File: src/hdl/hsvrgb_pkg.sv
package hsvrgb_pkg;

  // field widths
  localparam int HUE_W  = 15;
  localparam int CHAN_W = 8;

  // hue sector geometry: 60 degrees in 1/64 degree units
  localparam int SECTOR_SPAN = 3840;
  localparam int FULL_CODE   = 255;
  localparam int FRAC_W      = 12;
  localparam int SEC_W       = 4;
  localparam int SECTOR_LAST = (2 ** HUE_W - 1) / SECTOR_SPAN;

  // scaling: level = floor(val * (DEN - sat * x) / DEN), DEN = 255 * 3840
  localparam int SCALE_DEN   = FULL_CODE * SECTOR_SPAN;
  localparam int COEF_W      = 20;
  localparam int NUM_W       = COEF_W + CHAN_W;
  localparam int RECIP_SHIFT = 36;
  localparam int RECIP_W     = 17;
  localparam logic [RECIP_W-1:0] RECIP_K =
    RECIP_W'((64'd1 << RECIP_SHIFT) / SCALE_DEN);

  // sector codes
  localparam logic [SEC_W-1:0] SEC_RED_YEL = 4'd0;
  localparam logic [SEC_W-1:0] SEC_YEL_GRN = 4'd1;
  localparam logic [SEC_W-1:0] SEC_GRN_CYN = 4'd2;
  localparam logic [SEC_W-1:0] SEC_CYN_BLU = 4'd3;
  localparam logic [SEC_W-1:0] SEC_BLU_MAG = 4'd4;

  // per-stage advance enables of one scaling lane
  typedef struct packed {
    logic coef;
    logic prod;
    logic est;
    logic fix;
  } lane_en_t;

  // first hue code of a sector
  function automatic logic [HUE_W-1:0] sector_base(input logic [SEC_W-1:0] sec);
    sector_base = HUE_W'(sec) * HUE_W'(SECTOR_SPAN);
  endfunction

endpackage

File: src/hdl/hsvrgb_sector.sv
module hsvrgb_sector (
  input  logic                             clk,
  input  logic                             en,
  input  logic [hsvrgb_pkg::HUE_W-1:0]     hue,
  input  logic [hsvrgb_pkg::CHAN_W-1:0]    sat_in,
  input  logic [hsvrgb_pkg::CHAN_W-1:0]    val_in,
  output logic [hsvrgb_pkg::SEC_W-1:0]     sector,
  output logic [hsvrgb_pkg::FRAC_W-1:0]    rem,
  output logic [hsvrgb_pkg::FRAC_W-1:0]    rem_inv,
  output logic [hsvrgb_pkg::CHAN_W-1:0]    sat_out,
  output logic [hsvrgb_pkg::CHAN_W-1:0]    val_out
);
  import hsvrgb_pkg::*;

  logic [SEC_W-1:0]  sector_next;
  logic [HUE_W-1:0]  rem_full;
  logic [FRAC_W-1:0] rem_next;

  // sector from parallel threshold compares, remainder by subtracting its base
  always_comb begin
    sector_next = '0;
    for (int k = 1; k <= SECTOR_LAST; k++) begin
      if (hue >= HUE_W'(k * SECTOR_SPAN)) begin
        sector_next = SEC_W'(k);
      end
    end
    rem_full = hue - sector_base(sector_next);
    rem_next = rem_full[FRAC_W-1:0];
  end

  always_ff @(posedge clk) begin
    if (en) begin
      sector  <= sector_next;
      rem     <= rem_next;
      rem_inv <= FRAC_W'(SECTOR_SPAN) - rem_next;
      sat_out <= sat_in;
      val_out <= val_in;
    end
  end

endmodule

File: src/hdl/hsvrgb_lane.sv
module hsvrgb_lane (
  input  logic                           clk,
  input  hsvrgb_pkg::lane_en_t           en,
  input  logic [hsvrgb_pkg::FRAC_W-1:0]  frac,
  input  logic [hsvrgb_pkg::CHAN_W-1:0]  sat,
  input  logic [hsvrgb_pkg::CHAN_W-1:0]  val,
  output logic [hsvrgb_pkg::CHAN_W-1:0]  level
);
  import hsvrgb_pkg::*;

  localparam int EST_FULL_W = NUM_W + RECIP_W;

  logic [COEF_W-1:0]     coef;
  logic [CHAN_W-1:0]     val_c;
  logic [NUM_W-1:0]      num;
  logic [NUM_W-1:0]      num_e;
  logic [CHAN_W-1:0]     est;
  logic [EST_FULL_W-1:0] est_full;
  logic [NUM_W-1:0]      resid;

  // coefficient: DEN - sat * x, never negative since x <= 3840
  always_ff @(posedge clk) begin
    if (en.coef) begin
      coef  <= COEF_W'(SCALE_DEN) - COEF_W'(sat) * COEF_W'(frac);
      val_c <= val;
    end
  end

  // numerator
  always_ff @(posedge clk) begin
    if (en.prod) begin
      num <= NUM_W'(val_c) * NUM_W'(coef);
    end
  end

  // quotient estimate by reciprocal, low by at most one
  assign est_full = EST_FULL_W'(num) * EST_FULL_W'(RECIP_K);

  always_ff @(posedge clk) begin
    if (en.est) begin
      est   <= est_full[RECIP_SHIFT +: CHAN_W];
      num_e <= num;
    end
  end

  // correction step on the remainder
  assign resid = num_e - NUM_W'(est) * NUM_W'(SCALE_DEN);

  always_ff @(posedge clk) begin
    if (en.fix) begin
      level <= est + CHAN_W'(resid >= NUM_W'(SCALE_DEN));
    end
  end

endmodule

File: src/hdl/hsv_to_rgb_convert.sv
// HSV to RGB converter. Hue comes in 1/64 degree units (60 degree sectors of 3840
// codes), saturation and brightness as 8-bit fractions of 255; the block returns
// 8-bit red, green and blue with each of p, q and t truncated exactly. It takes one
// beat per clock when nothing stalls; each result passes in order through sector
// split, coefficient multiply, numerator multiply, reciprocal estimate, remainder
// correction and channel select. There are six register stages, each with its own
// advance enable that the three scaling lanes share; a stall on the output holds
// each full stage whose later stages are all full, and the input stalls only once
// every stage is occupied. Zero saturation comes out grey; hue codes past 19199 use
// the magenta-to-red channel order.
module hsv_to_rgb_convert (
  input  logic                            clk,
  input  logic                            rst,
  input  logic                            in_valid,
  output logic                            in_stall,
  input  logic [hsvrgb_pkg::HUE_W-1:0]    hue,
  input  logic [hsvrgb_pkg::CHAN_W-1:0]   saturation,
  input  logic [hsvrgb_pkg::CHAN_W-1:0]   brightness,
  output logic                            out_valid,
  input  logic                            out_stall,
  output logic [hsvrgb_pkg::CHAN_W-1:0]   red,
  output logic [hsvrgb_pkg::CHAN_W-1:0]   green,
  output logic [hsvrgb_pkg::CHAN_W-1:0]   blue
);
  import hsvrgb_pkg::*;

  localparam int STAGES   = 6;
  localparam int ST_SEC   = 0;
  localparam int ST_COEF  = 1;
  localparam int ST_PROD  = 2;
  localparam int ST_EST   = 3;
  localparam int ST_FIX   = 4;
  localparam int ST_OUT   = 5;

  logic [STAGES-1:0] valid_pipe;
  logic [STAGES-1:0] en;
  lane_en_t          lane_en;

  logic [SEC_W-1:0]  sector0;
  logic [FRAC_W-1:0] rem0;
  logic [FRAC_W-1:0] rem_inv0;
  logic [CHAN_W-1:0] sat0;
  logic [CHAN_W-1:0] val0;

  logic [SEC_W-1:0]  sec_pipe [ST_COEF:ST_FIX];
  logic [CHAN_W-1:0] val_pipe [ST_COEF:ST_FIX];

  logic [CHAN_W-1:0] p_lvl;
  logic [CHAN_W-1:0] q_lvl;
  logic [CHAN_W-1:0] t_lvl;
  logic [CHAN_W-1:0] m_lvl;
  logic [CHAN_W-1:0] red_next;
  logic [CHAN_W-1:0] green_next;
  logic [CHAN_W-1:0] blue_next;

  // a stage advances when it is empty or the stage after it advances
  always_comb begin
    en[ST_OUT] = !valid_pipe[ST_OUT] || !out_stall;
    for (int i = STAGES - 2; i >= 0; i--) begin
      en[i] = !valid_pipe[i] || en[i+1];
    end
  end

  assign in_stall  = !en[ST_SEC];
  assign out_valid = valid_pipe[ST_OUT];
  assign lane_en   = '{coef: en[ST_COEF], prod: en[ST_PROD], est: en[ST_EST],
                       fix: en[ST_FIX]};

  // valid bits travel with the data
  always_ff @(posedge clk) begin
    if (rst) begin
      valid_pipe <= '0;
    end else begin
      if (en[ST_SEC]) begin
        valid_pipe[ST_SEC] <= in_valid;
      end
      for (int i = 1; i < STAGES; i++) begin
        if (en[i]) begin
          valid_pipe[i] <= valid_pipe[i-1];
        end
      end
    end
  end

  hsvrgb_sector u_sector (
    .clk     (clk),
    .en      (en[ST_SEC]),
    .hue     (hue),
    .sat_in  (saturation),
    .val_in  (brightness),
    .sector  (sector0),
    .rem     (rem0),
    .rem_inv (rem_inv0),
    .sat_out (sat0),
    .val_out (val0)
  );

  // p, q and t lanes: x is the full span, the remainder and its complement
  hsvrgb_lane u_lane_p (
    .clk   (clk),
    .en    (lane_en),
    .frac  (FRAC_W'(SECTOR_SPAN)),
    .sat   (sat0),
    .val   (val0),
    .level (p_lvl)
  );

  hsvrgb_lane u_lane_q (
    .clk   (clk),
    .en    (lane_en),
    .frac  (rem0),
    .sat   (sat0),
    .val   (val0),
    .level (q_lvl)
  );

  hsvrgb_lane u_lane_t (
    .clk   (clk),
    .en    (lane_en),
    .frac  (rem_inv0),
    .sat   (sat0),
    .val   (val0),
    .level (t_lvl)
  );

  // sector and brightness ride alongside the lanes
  always_ff @(posedge clk) begin
    if (en[ST_COEF]) begin
      sec_pipe[ST_COEF] <= sector0;
      val_pipe[ST_COEF] <= val0;
    end
    for (int i = ST_PROD; i <= ST_FIX; i++) begin
      if (en[i]) begin
        sec_pipe[i] <= sec_pipe[i-1];
        val_pipe[i] <= val_pipe[i-1];
      end
    end
  end

  assign m_lvl = val_pipe[ST_FIX];

  // channel order by sector
  always_comb begin
    case (sec_pipe[ST_FIX])
      SEC_RED_YEL: begin
        red_next = m_lvl; green_next = t_lvl; blue_next = p_lvl;
      end
      SEC_YEL_GRN: begin
        red_next = q_lvl; green_next = m_lvl; blue_next = p_lvl;
      end
      SEC_GRN_CYN: begin
        red_next = p_lvl; green_next = m_lvl; blue_next = t_lvl;
      end
      SEC_CYN_BLU: begin
        red_next = p_lvl; green_next = q_lvl; blue_next = m_lvl;
      end
      SEC_BLU_MAG: begin
        red_next = t_lvl; green_next = p_lvl; blue_next = m_lvl;
      end
      default: begin
        red_next = m_lvl; green_next = p_lvl; blue_next = q_lvl;
      end
    endcase
  end

  // output register
  always_ff @(posedge clk) begin
    if (en[ST_OUT]) begin
      red   <= red_next;
      green <= green_next;
      blue  <= blue_next;
    end
  end

`ifndef SYNTHESIS
  // no scaled level may exceed the brightness
  assert property (@(posedge clk) disable iff (rst)
    valid_pipe[ST_FIX] |-> (p_lvl <= m_lvl && q_lvl <= m_lvl && t_lvl <= m_lvl))
    else $error("scaled level above brightness");

  // p carries the largest reduction, so it is never above q or t
  assert property (@(posedge clk) disable iff (rst)
    valid_pipe[ST_FIX] |-> (p_lvl <= q_lvl && p_lvl <= t_lvl))
    else $error("p level above q or t");

  // input back-pressure only when every stage holds a beat
  assert property (@(posedge clk) disable iff (rst)
    in_stall |-> (&valid_pipe))
    else $error("input stalled with a free stage");
`endif

endmodule
File: config.mk
export PLATFORM = sky130hd
export DESIGN_NAME = hsv_to_rgb_convert
export DESIGN_NICKNAME = d
export VERILOG_FILES = /design/src/hdl/hsvrgb_pkg.sv /design/src/hdl/hsvrgb_sector.sv /design/src/hdl/hsvrgb_lane.sv /design/src/hdl/hsv_to_rgb_convert.sv
export SDC_FILE = /design/constraint.sdc
export NUM_CORES = 2
export LEC_CHECK = 0
export BUFFER_PORTS_ARGS = -buffer_cell sky130_fd_sc_hd__buf_2
export CORE_ASPECT_RATIO = 0.75
export CORE_UTILIZATION = 50
export DETAILED_ROUTE_END_ITERATION = 12
export PLACE_DENSITY = 0.62
export SLEW_MARGIN = 5
export SYNTH_ARGS = -nofsm -noshare
export SYNTH_HDL_FRONTEND = slang
export SYNTH_SLANG_ARGS = --single-unit
File: constraint.sdc
create_clock -name clk -period 9.6 [get_ports clk]
set_clock_uncertainty 0.2 [all_clocks]
set_input_delay 2.88 -clock clk [delete_from_list [all_inputs] [get_ports clk]]
set_output_delay 2.88 -clock clk [all_outputs]
set_load 0.005 [all_outputs]
# Word level (Yosys, flattened, before mapping)
# Memory sizes are Yosys's and may differ from the RTL's.
# Cells that the tools add are included.
[word_totals] out_inout_bits=26 rom_bits=0 input_bits=35 elab_cells=109 reg_bits=358 latch_bits=0 mem_bits_rw=48 n_memories=2
[mem_list] memory="val_pipe" words=4 word_bits=8 read_ports=4 rd_clocked_by_memory_dff=0 wr=4 line_no="hsv_to_rgb_convert.sv:46" source="logic [CHAN_W-1:0] val_pipe [ST_COEF:ST_FIX];"
[mem_list] memory="sec_pipe" words=4 word_bits=4 read_ports=4 rd_clocked_by_memory_dff=0 wr=4 line_no="hsv_to_rgb_convert.sv:45" source="logic [SEC_W-1:0] sec_pipe [ST_COEF:ST_FIX];"
[classes] mux=19 addsub=11 n_eq_ne=4 reduce_logical=19 bitwise=0 div=0 n_shift=0 n_mul=13 order_cmp=11
[op_table] cell="$mul A28 B17 Y44 const B" n=3
[op_table] cell="$ge A28 B20 Y1 const B" n=3
[op_table] cell="$mul A8 B20 Y28" n=3
[op_table] cell="$sub A28 B28 Y28" n=3
[op_table] cell="$pmux W8 S3" n=3
[op_table] cell="$ge A15 B15 Y1 const B" n=4
[op_table] cell="$mul A8 B12 Y20 const B" n=3
[op_table] cell="$sub A20 B20 Y20 const A" n=3
[op_table] cell="$mul A8 B12 Y20" n=2
[op_table] cell="$ge A15 B14 Y1 const B" n=2
[op_table] cell="$add A8 B1 Y8" n=3
[op_table] cell="$ge A15 B12 Y1 const B" n=1
[op_table] cell="$ge A15 B13 Y1 const B" n=1
[op_table] cell="$mul A8 B4 Y12 const B" n=1
[op_table] cell="$mux W3" n=4
[op_table] cell="$sub A12 B12 Y12" n=1
[op_table] cell="$sub A12 B12 Y12 const A" n=1
[op_table] cell="$mux W1" n=9
[op_table] cell="$eq A4 B2 Y1 const B" n=2
[op_table] cell="$logic_not A1 Y1" n=8
[op_table] cell="$reduce_or A2 Y1" n=4
[op_table] cell="$logic_or A1 B1 Y1" n=6
[op_table] cell="$eq A4 B1 Y1 const B" n=1
[op_table] cell="$eq A4 B3 Y1 const B" n=1
[op_table] cell="other kinds (4)" n=5

# Logic depth before layout (Yosys ltp)
[logic_depth] word_depth=12 depth_mapped=31 depth_no_buf=30

# Hierarchy
# From an unflattened synthesis, not the netlist that was laid out.
[unflattened] cells_unflattened=6013 area_unflattened_um2=60734.5
[by_module_without_submodules] mod="hsvrgb_lane (u_lane_t)" seq_area_each_um2=2762.6 area_each_um2=18644.1 instances=1 cells_each=1912
[by_module_without_submodules] mod="hsvrgb_lane (u_lane_p)" seq_area_each_um2=2762.6 area_each_um2=18435.2 instances=1 cells_each=1864
[by_module_without_submodules] mod="hsvrgb_lane (u_lane_q)" seq_area_each_um2=2762.6 area_each_um2=18391.4 instances=1 cells_each=1887
[by_module_without_submodules] mod="hsv_to_rgb_convert" seq_area_each_um2=2282.2 area_each_um2=3407.0 instances=1 cells_each=228
[by_module_without_submodules] mod="hsvrgb_sector" seq_area_each_um2=1291.2 area_each_um2=1856.8 instances=1 cells_each=122

# Worst setup path after synthesis
# No wires, ideal clock.
[synth_path] path_type="in2out" start="in out_stall" end="out in_stall" stages=4 path_slack_ps=1872 n_path_buf=0 arrival_ps=4648 required_time_ps=6520 path_cell_list="and3_1 and3_1 nand3_1 inv_1"
[synth_between] elab_chain_len=8
[synth_lines] item="start: declaration" line_no="hsv_to_rgb_convert.sv:20" source="input logic out_stall,"
[synth_lines] item="$logic_not A1 Y1" line_no="hsv_to_rgb_convert.sv:58" source="en[ST_OUT] = !valid_pipe[ST_OUT] || !out_stall;"
[synth_lines] item="$logic_or A1 B1 Y1" line_no="hsv_to_rgb_convert.sv:58"
[synth_lines] item="$logic_or A1 B1 Y1 (5 in a row)" line_no="hsv_to_rgb_convert.sv:60" source="en[i] = !valid_pipe[i] || en[i+1];"
[synth_lines] item="$logic_not A1 Y1" line_no="hsv_to_rgb_convert.sv:64" source="assign in_stall = !en[ST_SEC];"
[synth_lines] item="end: declaration" line_no="hsv_to_rgb_convert.sv:15" source="output logic in_stall,"
# No other way between the ends.

# Worst setup path after layout
[layout_path] start="reg u_lane_t.est[5]" end="reg u_lane_t.level[7] (netlist bit) (data pin)"
[layout_between] elab_chain_len=4
[layout_lines] item="start: declaration" line_no="hsvrgb_lane.sv:17" source="logic [CHAN_W-1:0] est;"
[layout_lines] item="start signal: assignment" line_no="hsvrgb_lane.sv:41" source="est <= est_full[RECIP_SHIFT +: CHAN_W];"
[layout_lines] item="$mul A8 B12 Y20" line_no="hsvrgb_lane.sv:47" source="assign resid = num_e - NUM_W'(est) * NUM_W'(SCALE_DEN);"
[layout_lines] item="$sub A28 B28 Y28" line_no="hsvrgb_lane.sv:47"
[layout_lines] item="$ge A28 B20 Y1" line_no="hsvrgb_lane.sv:51" source="level <= est + CHAN_W'(resid >= NUM_W'(SCALE_DEN));"
[layout_lines] item="$add A8 B1 Y8 *" line_no="hsvrgb_lane.sv:51"
[layout_lines] item="end signal: assignment" line_no="hsvrgb_lane.sv:51"
[layout_lines] item="end: declaration" line_no="hsvrgb_lane.sv:7" source="output logic [hsvrgb_pkg::CHAN_W-1:0] level"
# Every way passes the cells marked *; elsewhere a longest branch is shown, timed or not.
# A chain may end at the register's enable or synchronous reset.

==> impl_results.md <==
- Final Non-Filler Cells: 6866
- Cell Area, Placed: ~56000 µm²
- MaxCap Viol Count: 0
- Final setup vio count: 0
- CTS tree: done
- DR iter-0 viols: between 1500 and 2000
- DRC viols: 0
- Syn. warnings: 0
- Drt pass-1 iters: 6
- Fin Setup TNS: 0 ps
- Largest net degree at the start of global routing: 60
- Top_reg_cell synth: edfxtp_1
- Antenna Diode Count: 0
- Kind of critical path: reg -> reg
- Clock insertion delay at the later pin of the skew report: ~620 ps
- Max frequency: 132.1 MHz
- Vias per cell: between 5 and 6
- Area leader, netlist: fa_1
- PortBufs: 60
- Initial antenna violation count: 6
- Worst slew pin tran: roughly 1300 ps
- Number of global-route vias before repair: roughly 37000
- Post-CTS sizing: 0
- GPL Wtd Cong: between 0.8 and 0.9
- Routed Antenna Nets: 0
- Mean Syn Cell Area: ~10 µm²
- Final Cycle Share: between 70 and 80%
- Global-route wire length before repair: between 150 and 200 mm
- Count of pins over their slew limit: 0
- Share of post-route cells with drive strength above 1: around 3.2%
- Hold Path Class: reg -> reg
- Core ar.: 105900 µm²
- Critical Path Source: u_lane_t.est[5]
- Ys async rst share: 0%
- Initial Utilization: 50.75%
- Avg WL per Cell: between 15 and 20 µm
- H-Tree Level Count: 2
- Clock buffer depth: 3
- Post-synthesis sequential area ratio: about a fifth
- Clk root buf: clkbuf_16
- Top cells by area, synth: fa_1 27%, ha_1 21%, edfxtp_1 19%
- RSZ-0062 raised after global routing: false
- Area Overhead vs Synth: 6.146%
- CTS Buf Count: 44
- Post-layout min period: roughly 7600 ps
- Clock Sinks: roughly 360
- Die area: 108900 µm²
- Critical path launch point type: flip-flop
- Total GRT Usage: about a fifth
- Rows: ~100
- Post CTS Setup Buffer Count: 0
- Synth Register Bits: 355
- Post-DP HPWL: slightly above 90 mm
- Placed Cells: approximately 6800
- CTS hold repair buffers: 0
- CP Capture Type: flip-flop
- Final net count: about 7100
- Syn Std Cell Area: around 54000 µm²
- Final wirelength: between 100 and 150 mm
- Mapped Cells: 5376
- Post-synthesis cell type count: 80
- Final hold viol count: 0
- Fillers: between 9000 and 10000
- Num ports: a little over 60
- Worst Path Arrival: 7730 ps
- Vias: 36000
- Hold Path Origin: sec_pipe[0][5]
- Global route overflow: 0
- Slew headroom: between 10% and 20%
- EDFF count, synth: ~350
- CP max FO: 8
- Area share of the largest cell type after synthesis: 26.62%
- Design area: between 50000 and 60000 µm²
- Syn nets: ~7000
- Clk pin slew, worst setup/hold paths: around 70 ps
- Run status: complete, no violations
- DIE HEIGHT: 286.0 µm
- Worst Path Required: around 10000 ps
- Reg2reg start: u_lane_t.est[5]
- Die W: between 300 and 400 µm
-- kinds of logic (layout without fill, tap and decap cells) --
| kind of cell | count (synthesis) | in the layout | share of synthesized area (%) |
|---|---|---|---|
| mux | 4 | 4 | 0.07680 |
| compound gates | 631 | 631 | 7.859 |
| buf+inv | 1304 | 1377 | 9.107 |
| flops | 355 | 355 | 19.72 |
| simple gates | 1223 | 1223 | 11.48 |
| fa+ha+maj | 1640 | 1640 | 48.14 |
| xor+xnor | 219 | 219 | 3.619 |
-- metal layers --
metal / track usage [%] / part of all wire, % / vias to the layer above
li1: - / - / 17550
met1: 32.26 / 51 / 17730
met2: 32.41 / 42 / 598
met3: 2.776 / 4.4 / 116
met4: 4.127 / 1.8 / 2
met5: 0 / 0.011 / -
-- cell usage after synthesis, types with 4 or more instances --
cell type,number
a2111oi_0,11
a211o_1,4
a211oi_1,40
a21boi_0,8
a21o_1,79
a21oi_1,187
a221o_1,11
a222oi_1,8
a311oi_1,13
a31oi_1,12
and2_1,336
and3_1,31
and4_1,6
clkbuf_1,85
dfxtp_1,6
edfxtp_1,349
fa_1,715
ha_1,923
inv_1,1218
nand2_1,396
nand2b_1,36
nand3_1,57
nand3b_1,4
nand4_1,29
nor2_1,164
nor2b_1,33
nor3_1,62
nor3b_1,7
nor4_1,10
o2111ai_1,10
o211ai_1,12
o21a_1,38
o21ai_0,96
o21bai_1,22
o22ai_1,9
o31a_1,7
o31ai_1,16
o41ai_1,7
or2_2,6
or3_1,30
or4_1,8
xnor2_1,133
xor2_1,84
-- worst paths after layout --
path / to / slack, ps / cells past startpoint
worst max-delay path: u_lane_t.level[7] / 2030 / 27
worst min-delay path: sec_pipe[0][9] / 210 / 0
worst max register to register: u_lane_t.level[7] / 2030 / 27
worst min register to register: sec_pipe[0][9] / 210 / 0
-- layout by cell type, fill, tap and decap left out, drive strengths merged, types with 34 or more instances in the layout --
master / count
nor2: 164
nand3: 57
nand2b: 36
and2: 336
a21o: 79
nand2: 396
inv: 1219
a211oi: 40
fa: 715
o21ai: 99
nor2b: 34
clkbuf: 49
ha: 923
o21a: 38
xor2: 84
buf: 81
a21oi: 187
xnor2: 133
edfxtp: 349
nor3: 62
-- through the flow --
step | worst slack, ps | hold slack [ps] | util, %
after floorplan | 1872 | 200.3 | -
after global placement | 2148 | 203.0 | 52.57
after detailed placement | 2097 | 204.5 | 52.57
after CTS | 2022 | 193.1 | 53.87
after global routing | 1532 | 222.9 | 53.87
final | 2029 | 207.5 | 53.87
-- sequential cells by signal, summed over array words and instances, names as in the netlist, 11 cells and up --
name / cells
u_sector.rem: 11
u_sector.rem_inv: 12
u_lane_q.coef: 19
u_lane_q.num: 27
val_pipe: 32
u_lane_t.num: 28
u_lane_q.num_e: 20
u_lane_t.num_e: 20
sec_pipe: 16
u_lane_p.coef: 12
u_lane_p.num: 20
u_lane_t.coef: 20
u_lane_p.num_e: 20
-- critical path: stages (launching register included) --
cell	delay, ps
edfxtp_1	590
fa_1	700
inv_1	80
fa_1	510
inv_1	60
fa_1	540
inv_1	60
fa_1	530
inv_1	40
ha_1	320
a21oi_1	220
nor2b_1	70
o21a_1	190
o31a_1	270
o41ai_1	320
xor2_1	190
ha_1	280
nand2_1	70
o21ai_0	60
or4b_2	600
a31oi_1	210
o2111ai_1	160
nor4_2	150
nand4_1	220
ha_1	240
and2_1	220
nand4_1	130
xnor2_1	60
-- layout make-up --
class                           count  area (µm²)  share of cell area [%]
Clock buffer                       49        1120                   1.962
Clock inverter                     29       261.5                  0.4582
Inverter                         1218        4573                   8.014
Multi-Input combinational cell   3717       38280                   67.08
Sequential cell                   355       10600                   18.58
Tap cell                         1417        1773                   3.107
Timing Repair Buffer               81       457.9                  0.8025
Power is not shown: default switching activity piles up to over one toggle a cycle in this logic, so the estimate is an artifact.
